==> src/hdl/rgbmin_pkg.sv <==
`timescale 1ns / 1ps
// ============================================================================
// rgbmin_pkg
// Shared types and constants of the RGB 3x3 minimum filter: pixel and result
// payloads, configuration register map and the per-pixel position tag.
// ============================================================================
package rgbmin_pkg;

    // Default largest line length held in the line stores.
    localparam int MAX_WIDTH_DEF = 2048;

    // Field widths.
    localparam int CHAN_W     = 8;
    localparam int PIXEL_W    = 3 * CHAN_W;
    localparam int WIDTH_W    = 12;
    localparam int HEIGHT_W   = 16;
    localparam int CFG_DATA_W = 16;
    localparam int CFG_INDEX_W = 1;

    // Register reset values.
    localparam logic [WIDTH_W-1:0]  WIDTH_RESET  = WIDTH_W'(640);
    localparam logic [HEIGHT_W-1:0] HEIGHT_RESET = HEIGHT_W'(480);

    // Smallest frame dimension; the window needs three rows and columns.
    localparam int MIN_DIM = 3;

    // Register indexes.
    localparam logic [CFG_INDEX_W-1:0] REG_IMAGE_WIDTH  = 1'b0;
    localparam logic [CFG_INDEX_W-1:0] REG_IMAGE_HEIGHT = 1'b1;

    // One incoming raster pixel.
    typedef struct packed {
        logic [CHAN_W-1:0] in_red;
        logic [CHAN_W-1:0] in_green;
        logic [CHAN_W-1:0] in_blue;
    } pixel_in_t;

    // One filtered interior pixel.
    typedef struct packed {
        logic [CHAN_W-1:0] out_red;
        logic [CHAN_W-1:0] out_green;
        logic [CHAN_W-1:0] out_blue;
        logic              frame_last;
    } result_t;

    // Position flags of a pixel, decided when it is accepted.
    typedef struct packed {
        logic emit;   // pixel completes a 3x3 window of an interior pixel
        logic last;   // pixel is the final one of the frame
    } tag_t;

endpackage

==> src/hdl/rgbmin_pos.sv <==
`timescale 1ns / 1ps
// ============================================================================
// rgbmin_pos
// Frame geometry registers and the column and row counters that locate each
// accepted pixel within its frame.
// ============================================================================
module rgbmin_pos #(
    parameter int MAX_WIDTH = rgbmin_pkg::MAX_WIDTH_DEF,
    localparam int CW = $clog2(MAX_WIDTH)
) (
    input  logic                                clk,
    input  logic                                rst_n,
    input  logic                                cfg_write,
    input  logic [rgbmin_pkg::CFG_INDEX_W-1:0]  cfg_index,
    input  logic [rgbmin_pkg::CFG_DATA_W-1:0]   cfg_data,
    input  logic                                advance,
    output logic [CW-1:0]                       col,
    output rgbmin_pkg::tag_t                    tag
);

    import rgbmin_pkg::*;

    // Width of the width comparisons: holds both the register and MAX_WIDTH.
    localparam int EW = (CW + 1 > WIDTH_W) ? CW + 1 : WIDTH_W;

    logic [WIDTH_W-1:0]  width_reg,  width_next;
    logic [HEIGHT_W-1:0] height_reg, height_next;
    logic [CW-1:0]       col_reg,    col_next;
    logic [HEIGHT_W-1:0] row_reg,    row_next;

    logic [EW-1:0]       width_ext;
    logic [EW-1:0]       eff_width;
    logic [HEIGHT_W-1:0] eff_height;
    logic                last_col;
    logic                last_row;

    // Clamp the width to [3, MAX_WIDTH] and the height to at least 3.
    always_comb
    begin
        width_ext = EW'(width_reg);
        if (width_ext < EW'(MIN_DIM))
        begin
            eff_width = EW'(MIN_DIM);
        end
        else if (width_ext > EW'(MAX_WIDTH))
        begin
            eff_width = EW'(MAX_WIDTH);
        end
        else
        begin
            eff_width = width_ext;
        end

        if (height_reg < HEIGHT_W'(MIN_DIM))
        begin
            eff_height = HEIGHT_W'(MIN_DIM);
        end
        else
        begin
            eff_height = height_reg;
        end
    end

    // End-of-row and end-of-frame detection for the current position.
    assign last_col = (EW'(col_reg) + EW'(1)) >= eff_width;
    assign last_row = ({1'b0, row_reg} + (HEIGHT_W + 1)'(1)) >= {1'b0, eff_height};

    assign col      = col_reg;
    assign tag.emit = (col_reg >= CW'(2)) && (row_reg >= HEIGHT_W'(2));
    assign tag.last = last_col && last_row;

    // Register writes restart the frame; otherwise step through the raster.
    always_comb
    begin
        width_next  = width_reg;
        height_next = height_reg;
        col_next    = col_reg;
        row_next    = row_reg;
        if (cfg_write)
        begin
            col_next = '0;
            row_next = '0;
            unique case (cfg_index)
                REG_IMAGE_WIDTH:  width_next  = cfg_data[WIDTH_W-1:0];
                REG_IMAGE_HEIGHT: height_next = cfg_data[HEIGHT_W-1:0];
                default: ;
            endcase
        end
        else if (advance)
        begin
            if (last_col)
            begin
                col_next = '0;
                row_next = last_row ? '0 : row_reg + HEIGHT_W'(1);
            end
            else
            begin
                col_next = col_reg + CW'(1);
            end
        end
    end

    always_ff @(posedge clk or negedge rst_n)
    begin
        if (!rst_n)
        begin
            width_reg  <= WIDTH_RESET;
            height_reg <= HEIGHT_RESET;
            col_reg    <= '0;
            row_reg    <= '0;
        end
        else
        begin
            width_reg  <= width_next;
            height_reg <= height_next;
            col_reg    <= col_next;
            row_reg    <= row_next;
        end
    end

endmodule

==> config.mk <==
export PLATFORM = sky130hd
export DESIGN_NAME = rgbmin_pos
export DESIGN_NICKNAME = d
export VERILOG_FILES = /design/src/hdl/rgbmin_pkg.sv /design/src/hdl/rgbmin_pos.sv
export SDC_FILE = /design/constraint.sdc
export NUM_CORES = 1
export LEC_CHECK = 0
export ABC_AREA = 1
export BUFFER_PORTS_ARGS = -buffer_cell sky130_fd_sc_hd__buf_4
export CORE_ASPECT_RATIO = 1.2
export CORE_UTILIZATION = 65
export CTS_CLUSTER_DIAMETER = 50
export DETAILED_ROUTE_END_ITERATION = 10
export PLACE_DENSITY = 0.9
export SYNTH_ARGS = -nofsm -noshare
export SYNTH_HDL_FRONTEND = slang
export SYNTH_SLANG_ARGS = --single-unit
export TNS_END_PERCENT = 20
==> constraint.sdc <==
create_clock -name clk -period 6.9 [get_ports clk]
set_input_delay 1.035 -clock clk [delete_from_list [all_inputs] [get_ports clk]]
set_output_delay 1.035 -clock clk [all_outputs]
set_load 0.02 [all_outputs]
# Yosys cells after proc, flatten, opt, wreduce, memory -nomap -nowiden
# Index checks and enable logic that the tools add are counted.
word_totals:
  input_bits: 21
  ff_bits: 55
  word_cells: 33
classes:
  bitwise_logic: 1
  muxes: 10
  magnitude_cmp: 7
  reduce_logical: 7
  add_sub_neg: 4
ops:
  columns: ["cell", "count"]
  rows:
  - ["16-bit 2-to-1 mux", 5]
  - ["11-bit 2-to-1 mux", 3]
  - ["12-bit 2-to-1 mux", 2]
  - ["16-bit by 1-bit adder with 17-bit output, second input constant", 1]
  - ["17-bit by 16-bit >= comparator with 1-bit output", 1]
  - ["16-bit by 1-bit adder with 16-bit output, second input constant", 1]
  - ["16-bit by 2-bit >= comparator with 1-bit output, second input constant", 1]
  - ["16-bit by 2-bit less-than comparator with 1-bit output, second input constant", 1]
  - ["11-bit by 1-bit adder with 12-bit output, second input constant", 1]
  - ["12-bit >= comparator", 1]
  - ["12-bit greater-than comparator, second input constant", 1]
  - ["12-bit by 2-bit less-than comparator with 1-bit output, second input constant", 1]
  - ["11-bit by 1-bit adder with 11-bit output, second input constant", 1]
  - ["11-bit by 2-bit >= comparator with 1-bit output, second input constant", 1]
  - ["2-bit AND reduction", 3]
  - ["2-bit nonzero test", 2]
  - ["1-bit logical AND", 2]
  - ["1-bit NOT", 1]

# Longest topological paths before layout
logic_depth:
  depth_word: 7
  depth_mapped: 20
  ltp_nobuf: 19

# Least setup slack after synthesis
# OpenSTA, ideal clock, no wires.
synth_path:
  path_type: "flip-flop to output port"
  startpoint: "register row_reg[0]"
  endpoint: "output port tag[0] (netlist bit)"
  arrival_time_ps: 2481
  path_stages_with_launch: 20
  path_buffers: 1
  setup_slack_ps: 3384
  t_required_ps: 5865
  path_cell_list: "dfrtp_1 ha_1 nand3_2 nor2_2 nand2_1 nor2_1 nand2_1 and2_1 ha_1 nand2_1 nor2_1 nand2_1 nor2_1 nand2_1 nand2_1 nand2_1 nand3_4 buf_6 nand2_1 inv_1"
synth_rtl:
  columns: ["element", "line", "text"]
  rows:
  - ["start, declared", "rgbmin_pos.sv:29", "logic [HEIGHT_W-1:0] row_reg, row_next;"]
  - ["start signal, assigned", "rgbmin_pos.sv:117", "row_reg <= row_next;"]
  - ["end, declared", "rgbmin_pos.sv:18", "output rgbmin_pkg::tag_t tag"]

==> results.txt <==
Sequential share of the synthesized area: 35.7%
Drt wl/cell: 13.8 um
Number of flops mapped to enable cells by yosys: 0
Post-DP HPWL: 7190 um
Crit path launch: row_reg[0]$_DFFE_PN0P_
Worst Skew: 5.30 ps
Clk sinks: 55
CTS hold repair buffers: 0
Placed instance area: 4170 sq um
Drt total wl: 9080 um
Die X-Extent: 72.5 um
Setup Slack @ Placement: 3080 ps
Final WS setup: 2700 ps
P per Cell Area: 192 nW/um^2
Flop pwr share: 48.1%
Port bufs: 33
Initial Utilization: 68.0%
Syn nets: 603
H-Tree Depth: 2
Setup Crit Path Kind: flip-flop to output pin
Largest area contributor in the netlist: dfrtp_1
Worst Hold Class: flip-flop to flip-flop
CP arrival: 3160 ps
Die Y-Extent: 86.6 um
Initial antenna violation count: 0
DIE AREA: 6280 sq um
Crit-path max FO: 17
Final Cycle Share: 60.8%
CTS Buf Count: 5
Vias in the first global route: 3299
# Post-CTS Setup Buffers: 0
Number of max-cap violations: 0
Hold path start: height_reg[6]$_DFFE_PN1P_
Cell Area, Synth: 3880 sq um
Clock share of power: 22.9%
Max Root-Sink Buffers: 2
Design Area, Final: 4260 sq um
Setup_tns: 0 ps
Critical Path RT: 5860 ps
Switch Pwr: 296 uW
Fill cells: 468
Vias per inst: 5.33
#FFs+latches synth: 55
Synth top area cells: dfrtp_1 32%, nand2_1 17%, ha_1 10%
Largest net degree at the start of global routing: 56
Comb pwr share: 29.0%
Endpoints failing setup: 0
Clk slew on worst S/H paths: 100 ps
Slew @ Worst Pin: 875 ps
Min cycle time layout: 4200 ps
Status: completed
Vias: 3520
Leakage power: 0.00227 uW
1st-iter DRT viols: 211
Synth Area per Inst: 7.05 sq um
# diodes: 0
Worst Setup Start Kind: flip-flop
GRT overflow: 0
Post-synth cell types: 35
IO Pins: 34
Gate count after technology mapping: 550
Layout cells sized above 1: 12.1%
First-pass GRT wire length: 14800 um
Internal: 521 uW
Crit. End Element: output pin
Maximum clock rate: 238 MHz
Crit Reg-Reg Startpoint: col[0]$_DFFE_PN0P_
Async set or reset register ratio after synthesis: 100%
Synth top area share: 31.6%
Yosys warning total: 0
CTS root buffer: clkbuf_8
Routed Antenna Nets: 0
# DRC: 0
Clk_lat worst skew: 320 ps
Relative slew margins: 41.5%
DR pass1 iterations: 5
Core footprint: 5710 sq um
RSZ-0062 raised after global routing: false
R2R setup slack: 3630 ps
Endpoints failing hold: 0
Max IR drop VDD: 150 uV
Nets: 632
CTS tree: built
Commonest non-fill, non-tap cell in the layout: nand2_1
Fraction of power spent switching nets: 36.2%
Area growth syn-to-layout: 9.90%
Max-slew violations: 0
Resize count post-CTS: 0
FP Rows: 30
Ys flop type: dfrtp_1
Most frequent cells in the layout: 178 x nand2_1, 72 x inv_1, 49 x dfrtp_1
Total Routing Usage GR: 31.0%
Hold slack: 498 ps
Placer congestion estimate: 0.921
## synthesized netlist by cell type, types with 6 or more instances
cell	count
nor2_1	47
nand3_1	26
ha_1	32
nor4_1	6
inv_1	72
nor3_1	13
nand4_1	9
nor2_2	11
dfrtp_1	49
xor2_1	15
nand2_1	178
o21ai_0	34
clkbuf_1	7
and2_1	6
dfstp_2	6
a21oi_1	14
## worst paths after layout
| kind | to | cells past startpoint |
|---|---|---|
| worst max-delay path | tag[0] | 19 |
| worst min-delay path | height_reg[6]$_DFFE_PN1P_ | 2 |
| worst max register to register | row_reg[1]$_DFFE_PN0P_ | 16 |
| worst min register to register | height_reg[6]$_DFFE_PN1P_ | 2 |
| max in group asynchronous | height_reg[10]$_DFFE_PN0P_ | 1 |
| min in group asynchronous | row_reg[10]$_DFFE_PN0P_ | 1 |
## critical path, stage by stage (launching register included)
cell     delay, ps
dfrtp_1        460
ha_1           290
nand3_2        140
nor2_2         130
nand2_1        100
nor2_1         110
nand2_1         70
and2_1         160
ha_1           300
nand2_1        100
inv_1           60
nand2_1         60
nand2_1         40
nor2_1         110
nand2_1         70
nand2_1         90
nand3_4        220
nand2_1        120
inv_1           40
buf_4          150
## metal layers
layer  global-route usage (%)  wire length (um)
met1                     35.3              3670
met2                     57.4              4810
met3                     3.60               315
met4                     13.9               291
met5                        0                 0
## stage by stage
step	instances	util, %	power (uW)
3_5_place_dp	652	73.1	634
5_1_grt	660	74.7	876
2_1_floorplan	550	-	555
4_1_cts	660	74.7	821
3_3_place_gp	652	73.1	620
6_report	660	74.7	817
## final cells by class
cell class	count	area [sq um]	area share, %
Clock inverter	3	22.5	0.528
Multi-Input combinational cell	407	2150	50.5
Timing Repair Buffer	33	248	5.81
Inverter	77	289	6.78
Sequential cell	55	1380	32.5
Tap cell	80	100	2.35
Clock buffer	5	68.8	1.61
## cells by family after synthesis
| kind of cell | after synthesis | synth area share (%) |
|---|---|---|
| buf+inv | 88 | 8.87 |
| fa+ha+maj | 32 | 10.3 |
| simple gates | 306 | 34.3 |
| flops | 55 | 35.7 |
| compound gates | 54 | 7.48 |
| xor+xnor | 15 | 3.39 |
## power groups by stage
stage               sequential (uW)  clock, uW  combinational (uW)
global placement                395          0                 224
global route                    396        207                 272
finish                          393        187                 237
floorplan                       395          0                 160
CTS                             393        191                 237
detailed placement              398          0                 236
Note: power is estimated with default switching activity, not from simulation.
