===== config.mk =====
export PLATFORM = sky130hd
export DESIGN_NAME = rgbmin_core
export DESIGN_NICKNAME = d
export VERILOG_FILES = /design/src/hdl/rgbmin_pkg.sv /design/src/hdl/rgbmin_core.sv
export SDC_FILE = /design/constraint.sdc
export NUM_CORES = 1
export LEC_CHECK = 0
export ABC_CLOCK_PERIOD_IN_PS = 29000
export BUFFER_PORTS_ARGS = -buffer_cell sky130_fd_sc_hd__buf_2
export CAP_MARGIN = 20
export CORE_MARGIN = 5
export CORE_UTILIZATION = 60
export DETAILED_ROUTE_END_ITERATION = 7
export HOLD_SLACK_MARGIN = 0.12
export PLACE_DENSITY = 0.9
export SYNTH_ARGS = -nofsm -noshare
export SYNTH_HDL_FRONTEND = slang
export SYNTH_SLANG_ARGS = --single-unit

===== constraint.sdc =====
create_clock -name clk -period 29 [get_ports clk]
set_clock_uncertainty 0.05 [all_clocks]
set_input_delay 5.8 -clock clk [delete_from_list [all_inputs] [get_ports clk]]
set_output_delay 5.8 -clock clk [all_outputs]
set_load 0.05 [all_outputs]

===== src/hdl/rgbmin_pkg.sv =====
`timescale 1ns / 1ps
// ============================================================================
// rgbmin_pkg
// Shared types and constants of the RGB 3x3 minimum filter: pixel and result
// payloads, configuration register map and the per-pixel position tag.
// ============================================================================
package rgbmin_pkg;

    // Default largest line length held in the line stores.
    localparam int MAX_WIDTH_DEF = 2048;

    // Field widths.
    localparam int CHAN_W     = 8;
    localparam int PIXEL_W    = 3 * CHAN_W;
    localparam int WIDTH_W    = 12;
    localparam int HEIGHT_W   = 16;
    localparam int CFG_DATA_W = 16;
    localparam int CFG_INDEX_W = 1;

    // Register reset values.
    localparam logic [WIDTH_W-1:0]  WIDTH_RESET  = WIDTH_W'(640);
    localparam logic [HEIGHT_W-1:0] HEIGHT_RESET = HEIGHT_W'(480);

    // Smallest frame dimension; the window needs three rows and columns.
    localparam int MIN_DIM = 3;

    // Register indexes.
    localparam logic [CFG_INDEX_W-1:0] REG_IMAGE_WIDTH  = 1'b0;
    localparam logic [CFG_INDEX_W-1:0] REG_IMAGE_HEIGHT = 1'b1;

    // One incoming raster pixel.
    typedef struct packed {
        logic [CHAN_W-1:0] in_red;
        logic [CHAN_W-1:0] in_green;
        logic [CHAN_W-1:0] in_blue;
    } pixel_in_t;

    // One filtered interior pixel.
    typedef struct packed {
        logic [CHAN_W-1:0] out_red;
        logic [CHAN_W-1:0] out_green;
        logic [CHAN_W-1:0] out_blue;
        logic              frame_last;
    } result_t;

    // Position flags of a pixel, decided when it is accepted.
    typedef struct packed {
        logic emit;   // pixel completes a 3x3 window of an interior pixel
        logic last;   // pixel is the final one of the frame
    } tag_t;

endpackage


===== src/hdl/rgbmin_core.sv =====
`timescale 1ns / 1ps
// ============================================================================
// rgbmin_core
// Pixel pipeline: holds the accepted pixel while the line stores are read,
// shifts the 3x3 window, takes the per-channel minimum and registers the
// result toward the output channel.
// ============================================================================
module rgbmin_core #(
    parameter int MAX_WIDTH = rgbmin_pkg::MAX_WIDTH_DEF,
    localparam int AW = $clog2(MAX_WIDTH)
) (
    input  logic                              clk,
    input  logic                              rst_n,
    input  logic                              in_valid,
    input  rgbmin_pkg::pixel_in_t             in_data,
    output logic                              in_stall,
    input  logic [AW-1:0]                     rd_addr,
    input  rgbmin_pkg::tag_t                  tag,
    output logic                              accept,
    input  logic [rgbmin_pkg::PIXEL_W-1:0]    older_rd,
    input  logic [rgbmin_pkg::PIXEL_W-1:0]    newer_rd,
    output logic                              wr_en,
    output logic [AW-1:0]                     wr_addr,
    output logic [rgbmin_pkg::PIXEL_W-1:0]    older_wdata,
    output logic [rgbmin_pkg::PIXEL_W-1:0]    newer_wdata,
    output logic                              out_valid,
    output rgbmin_pkg::result_t               out_data,
    input  logic                              out_stall
);

    import rgbmin_pkg::*;

    function automatic logic [CHAN_W-1:0] min8(input logic [CHAN_W-1:0] a,
                                               input logic [CHAN_W-1:0] b);
        return (a < b) ? a : b;
    endfunction

    // Stage one: the accepted pixel, its position and the line address.
    logic            s1_valid_reg;
    pixel_in_t       s1_pixel_reg;
    tag_t            s1_tag_reg;
    logic [AW-1:0]   s1_addr_reg;
    logic            s1_adv;

    // Two columns to the left of the current one: [column][top, middle, bottom].
    pixel_in_t       win_reg [2][3];
    pixel_in_t       col_px  [3];
    pixel_in_t       nbr     [9];

    // Output register.
    logic            out_valid_reg;
    result_t         out_data_reg;
    result_t         result;

    // Stage one moves on unless it has a result and the output is full and held.
    assign s1_adv   = s1_valid_reg && (!s1_tag_reg.emit || !out_valid_reg || !out_stall);
    assign in_stall = s1_valid_reg && !s1_adv;
    assign accept   = in_valid && !in_stall;

    always_ff @(posedge clk or negedge rst_n)
    begin
        if (!rst_n)
        begin
            s1_valid_reg <= 1'b0;
        end
        else if (accept)
        begin
            s1_valid_reg <= 1'b1;
        end
        else if (s1_adv)
        begin
            s1_valid_reg <= 1'b0;
        end
    end

    always_ff @(posedge clk)
    begin
        if (accept)
        begin
            s1_pixel_reg <= in_data;
            s1_tag_reg   <= tag;
            s1_addr_reg  <= rd_addr;
        end
    end

    // Current column: row y-2 and row y-1 from the stores, row y from the input.
    assign col_px[0] = pixel_in_t'(older_rd);
    assign col_px[1] = pixel_in_t'(newer_rd);
    assign col_px[2] = s1_pixel_reg;

    // Line store update: the row above ages, the current pixel becomes newer.
    assign wr_en       = s1_adv;
    assign wr_addr     = s1_addr_reg;
    assign older_wdata = newer_rd;
    assign newer_wdata = s1_pixel_reg;

    // Window shift.
    always_ff @(posedge clk or negedge rst_n)
    begin
        if (!rst_n)
        begin
            for (int k = 0; k < 2; k++)
            begin
                for (int r = 0; r < 3; r++)
                begin
                    win_reg[k][r] <= '0;
                end
            end
        end
        else if (s1_adv)
        begin
            for (int r = 0; r < 3; r++)
            begin
                win_reg[0][r] <= win_reg[1][r];
                win_reg[1][r] <= col_px[r];
            end
        end
    end

    // Per-channel minimum over the nine pixels of the window.
    always_comb
    begin
        for (int r = 0; r < 3; r++)
        begin
            nbr[r]     = win_reg[0][r];
            nbr[r + 3] = win_reg[1][r];
            nbr[r + 6] = col_px[r];
        end
        result.out_red   = nbr[0].in_red;
        result.out_green = nbr[0].in_green;
        result.out_blue  = nbr[0].in_blue;
        for (int i = 1; i < 9; i++)
        begin
            result.out_red   = min8(result.out_red,   nbr[i].in_red);
            result.out_green = min8(result.out_green, nbr[i].in_green);
            result.out_blue  = min8(result.out_blue,  nbr[i].in_blue);
        end
        result.frame_last = s1_tag_reg.last;
    end

    // Output register: loads a result, empties when the receiver takes it.
    always_ff @(posedge clk or negedge rst_n)
    begin
        if (!rst_n)
        begin
            out_valid_reg <= 1'b0;
        end
        else if (s1_adv && s1_tag_reg.emit)
        begin
            out_valid_reg <= 1'b1;
        end
        else if (!out_stall)
        begin
            out_valid_reg <= 1'b0;
        end
    end

    always_ff @(posedge clk)
    begin
        if (s1_adv && s1_tag_reg.emit)
        begin
            out_data_reg <= result;
        end
    end

    assign out_valid = out_valid_reg;
    assign out_data  = out_data_reg;

endmodule


* Word-level counts from Yosys, hierarchy flattened
Cells that the tools add are included.
** Storage, ports and cells
- Register bits after elaboration :: 208
- Input bits :: 89
- Logic and storage cells :: 95
- Output and inout bits :: 88
** Operators by class
- Equal/unequal tests :: 1
- Magnitude comparators :: 24
- Reductions and logical operators :: 12
- Mux-type cells :: 28
** Operator list (count)
- 8-bit less-than comparator :: 24
- 8-bit two-way mux :: 24
- 1-bit zero test :: 5
- 1-bit logical AND :: 4
- 1-bit two-way mux :: 4
- 1-bit logical OR :: 2
- 2-bit by 1-bit inequality test with 1-bit output, second input constant :: 1
- 2-bit nonzero test :: 1

* Logic depth before layout (Yosys ltp)
- Depth in word-level cells :: 16
- Mapped depth :: 66
- Depth with buffers taken out :: 61

* Worst setup path before layout
No wires, ideal clock.
- Kind :: reg2reg
- Start point :: register win_reg, in the netlist nbr[199]
- End point :: register out_data_reg, in the netlist out_data[2], data pin
- Buffers on the path :: 2
- Setup time :: 0.260 ns
- Cell stages (with the launch flop) :: 58
- Arrival :: 13.058 ns
- Period minus slack after synthesis :: 13.367 ns
- Setup slack :: 15.633 ns
- Data required time :: 28.690 ns
- Cell sequence :: dfrtp_1 > ha_1 > and3_1 > nand3_1 > o31ai_4 > mux2_2 > ha_1 > nand4_1 > a21oi_1 > nand3_1 > o2111ai_2 > mux2_2 > ha_1 > a21o_1 > a21oi_1 > o211ai_1 > a311oi_4 > mux2_4 > [22 not listed] > a21boi_1 > and2_0 > buf_2 > a31oi_2 > ha_1 > or3_1 > o21ai_0 > a21oi_1 > o21a_1 > a21oi_1 > mux2_2 > ha_1 > o21a_1 > o21a_1 > o2111ai_1 > a41oi_1 > o22ai_2 > mux2_2
** RTL lines
- from (decl) :: RTL line rgbmin_core.sv:46 : pixel_in_t win_reg [2][3];
- from (signal, indexed assignment) :: RTL line rgbmin_core.sv:114 : win_reg[0][r] <= win_reg[1][r];
- from (signal, indexed assignment) :: RTL line rgbmin_core.sv:115 : win_reg[1][r] <= col_px[r];
- to (signal assigned) :: RTL line rgbmin_core.sv:162 : out_data_reg <= result;
- to (decl) :: RTL line rgbmin_core.sv:52 : result_t out_data_reg;

==> metrics <==
starting density of the core 0.6086; status completed; Top FF cell, synth dfrtp_1; Yosys reg bits 208; die area 27910 µm²; Slew @ Worst Pin 1.025 ns; first-pass GRT wire length 64430 µm; Hold Worst Slack 0.3722 ns; CP Data Arrival Time 15.75 ns; routed via count 12705; GPL Wtd Cong 0.9962; HP Start result[0]; R2R setup slack 13.47 ns; Max Slew Vio Count 0; CTS tree yes; Sequential Area 5515 µm²; n_diodes 0; initial antenna violation count 0; setup TNS 0 ns; worst skew pair latency 0.53 ns; clock sinks 208; Period minus WS final 15.53 ns; Hold Path Cell Cnt 0; setup violators final 0; Filler Cell Count 1787; CP most frequent cell a21oi_1; Worst R2R End out_data[5]; CP Launch Type register; Detail Route Antenna Nets 0; Ports 177; clock root buffer clkbuf_16; Total GRT Usage 0.2757; Tcrit/Tclk final 0.5356; Critical Path Start nbr[199]; layout cells sized above 1 0.2057; area leader, netlist dfrtp_1; net count after synthesis 1880; Tightest Hold Check Type register to register; WP data required 29.22 ns; register area share after synthesis 0.3726; synth unique cells 71; Worst-path clk slew 0.06 ns; # nets final 1994; CP Class register to register; site row count 57; Die Wd 167.1 µm; Num CTS Buffers 24; worst setup margin 13.47 ns; input/output buffers 176; # Max-Cap Violations 0; Post-Syn Instances 1623; first-pass iteration count of the detailed router 8; final hold vios 0; async set-or-reset flop fraction in the synthesized netlist 0.7019; drt wl/cell 18.88 µm; drt via density 6.111; share of the synthesized area in the top cell type 0.2468; CP peak stage delay 0.64 ns; post-DP HPWL 29280 µm; Post-CTS Repair Setup Buffers 0; CTS Hold Bufs 0; Total Wirelength 39250 µm; cell count after placement 2035; Multi-input gate area 8009 µm²; H-tree Lvls 1; residual DRC count 0; CTS max path bufs 3; Die H 167.1 µm; area grow syn2layout 10.61%; Final Non-Filler Cells 2079; Synth Cell Area 14800 µm²; crit path capture type register; CP max stage cell a21oi_1; total global routing overflow 0; Post-synth EDFFs 62; Max Freq 0.06439 GHz; Reg2Reg Depth 57; Worst Path Max Fanout 14; Starting DRT DRC Count 1188; Synth warnings 0; largest net degree at the start of global routing 118; Place WS 13.68 ns; max FFs per register 144; WHS Endpoint out_data[0]; Mean Syn Cell Area 9.120 µm²; Rel. slew slack 0.3163; reg2reg start nbr[199]; vias in the first global route 12762; Core Box Area 24320 µm²; ranking of synthesized cells by area dfrtp_1, ha_1, edfxtp_1, nand2_1, o21ai_0; Post-CTS Resized 0; RSZ-0062 raised after global routing no
==> cell usage after synthesis, types with 9 or more instances <==
master      n
a211oi_1    9
a21o_1     39
a21oi_1    89
a31oi_1    10
buf_4      48
clkbuf_1   33
dfrtp_1   146
edfxtp_1   62
ha_1      168
inv_1     195
mux2_2     67
mux2_4     24
nand2_1   250
nand2b_1    9
nand3_1    28
nand4_1    24
nor2_1     54
nor2b_1     9
nor3_1     12
o211ai_1   11
o211ai_2   15
o21a_1     29
o21ai_0   179
==> cell usage in the layout (no fill, tap or decap), types with 29 or more instances in the layout <==
cell and count:
nor2_1 54, o21ai_0 179, inv_1 194, a21oi_1 89
a21o_1 39, nand2_1 249, buf_2 175, edfxtp_1 62
mux2_2 67, ha_1 168, dfrtp_1 146, o21a_1 29
==> worst max-delay path: cells and delay by family, from the launching register on <==
kind / cells / cell delay [ns]
mux: 5 / 2.02
compound gates: 32 / 8.00
flops: 1 / 0.40
fa+ha+maj: 8 / 2.40
simple gates: 12 / 2.38
==> routing by layer <==
| layer | up-vias | part of all wire | global-route usage | wire length, µm |
|---|---|---|---|---|
| met5 | - | 0 | 0 | 0 |
| met2 | 671 | 0.48 | 0.4616 | 18700 |
| met1 | 6003 | 0.41 | 0.3683 | 15920 |
| met4 | 0 | 0.037 | 0.09676 | 1453 |
| li1 | 5894 | - | - | - |
| met3 | 137 | 0.081 | 0.03935 | 3172 |
==> per-stage QoR <==
step                        util  instance area, µm²
after global routing      0.6732               16370
after global placement    0.6411               15590
final                     0.6732               16370
after floorplan                -               14800
after CTS                 0.6732               16370
after detailed placement  0.6411               15590
==> cells by family (layout without fill, tap and decap cells) <==
| logic type | after synthesis | after routing | share of synthesized area |
|---|---|---|---|
| AOI/OAI and AO/OA | 445 | 445 | 0.1949 |
| DFF | 208 | 208 | 0.3726 |
| and+or+nand+nor | 416 | 416 | 0.1227 |
| adders and majority gates | 168 | 168 | 0.1420 |
| muxes | 98 | 98 | 0.08115 |
| buffers and inverters | 288 | 420 | 0.08656 |
==> area by class of cell <==
cell class              count  area share
repair buffers            181     0.05648
multi-input cells        1127      0.4892
inverters                 195     0.04501
flip-flops and latches    208      0.3369
clock inverters            13    0.008177
clock buffers              31     0.03951
well taps                 324     0.02476
==> worst max-delay path by stage <==
stage,to,cells past startpoint,slack (ns)
after floorplan,out_data[2],57,15.63
after global placement,out_data[3],53,13.90
after detailed placement,out_data[5],57,13.68
after CTS,out_data[5],57,13.61
after global routing,out_data[24],57,12.27
final,out_data[5],57,13.47
Power is not shown: default switching activity piles up to over one toggle a cycle in this logic, so the estimate is an artifact.
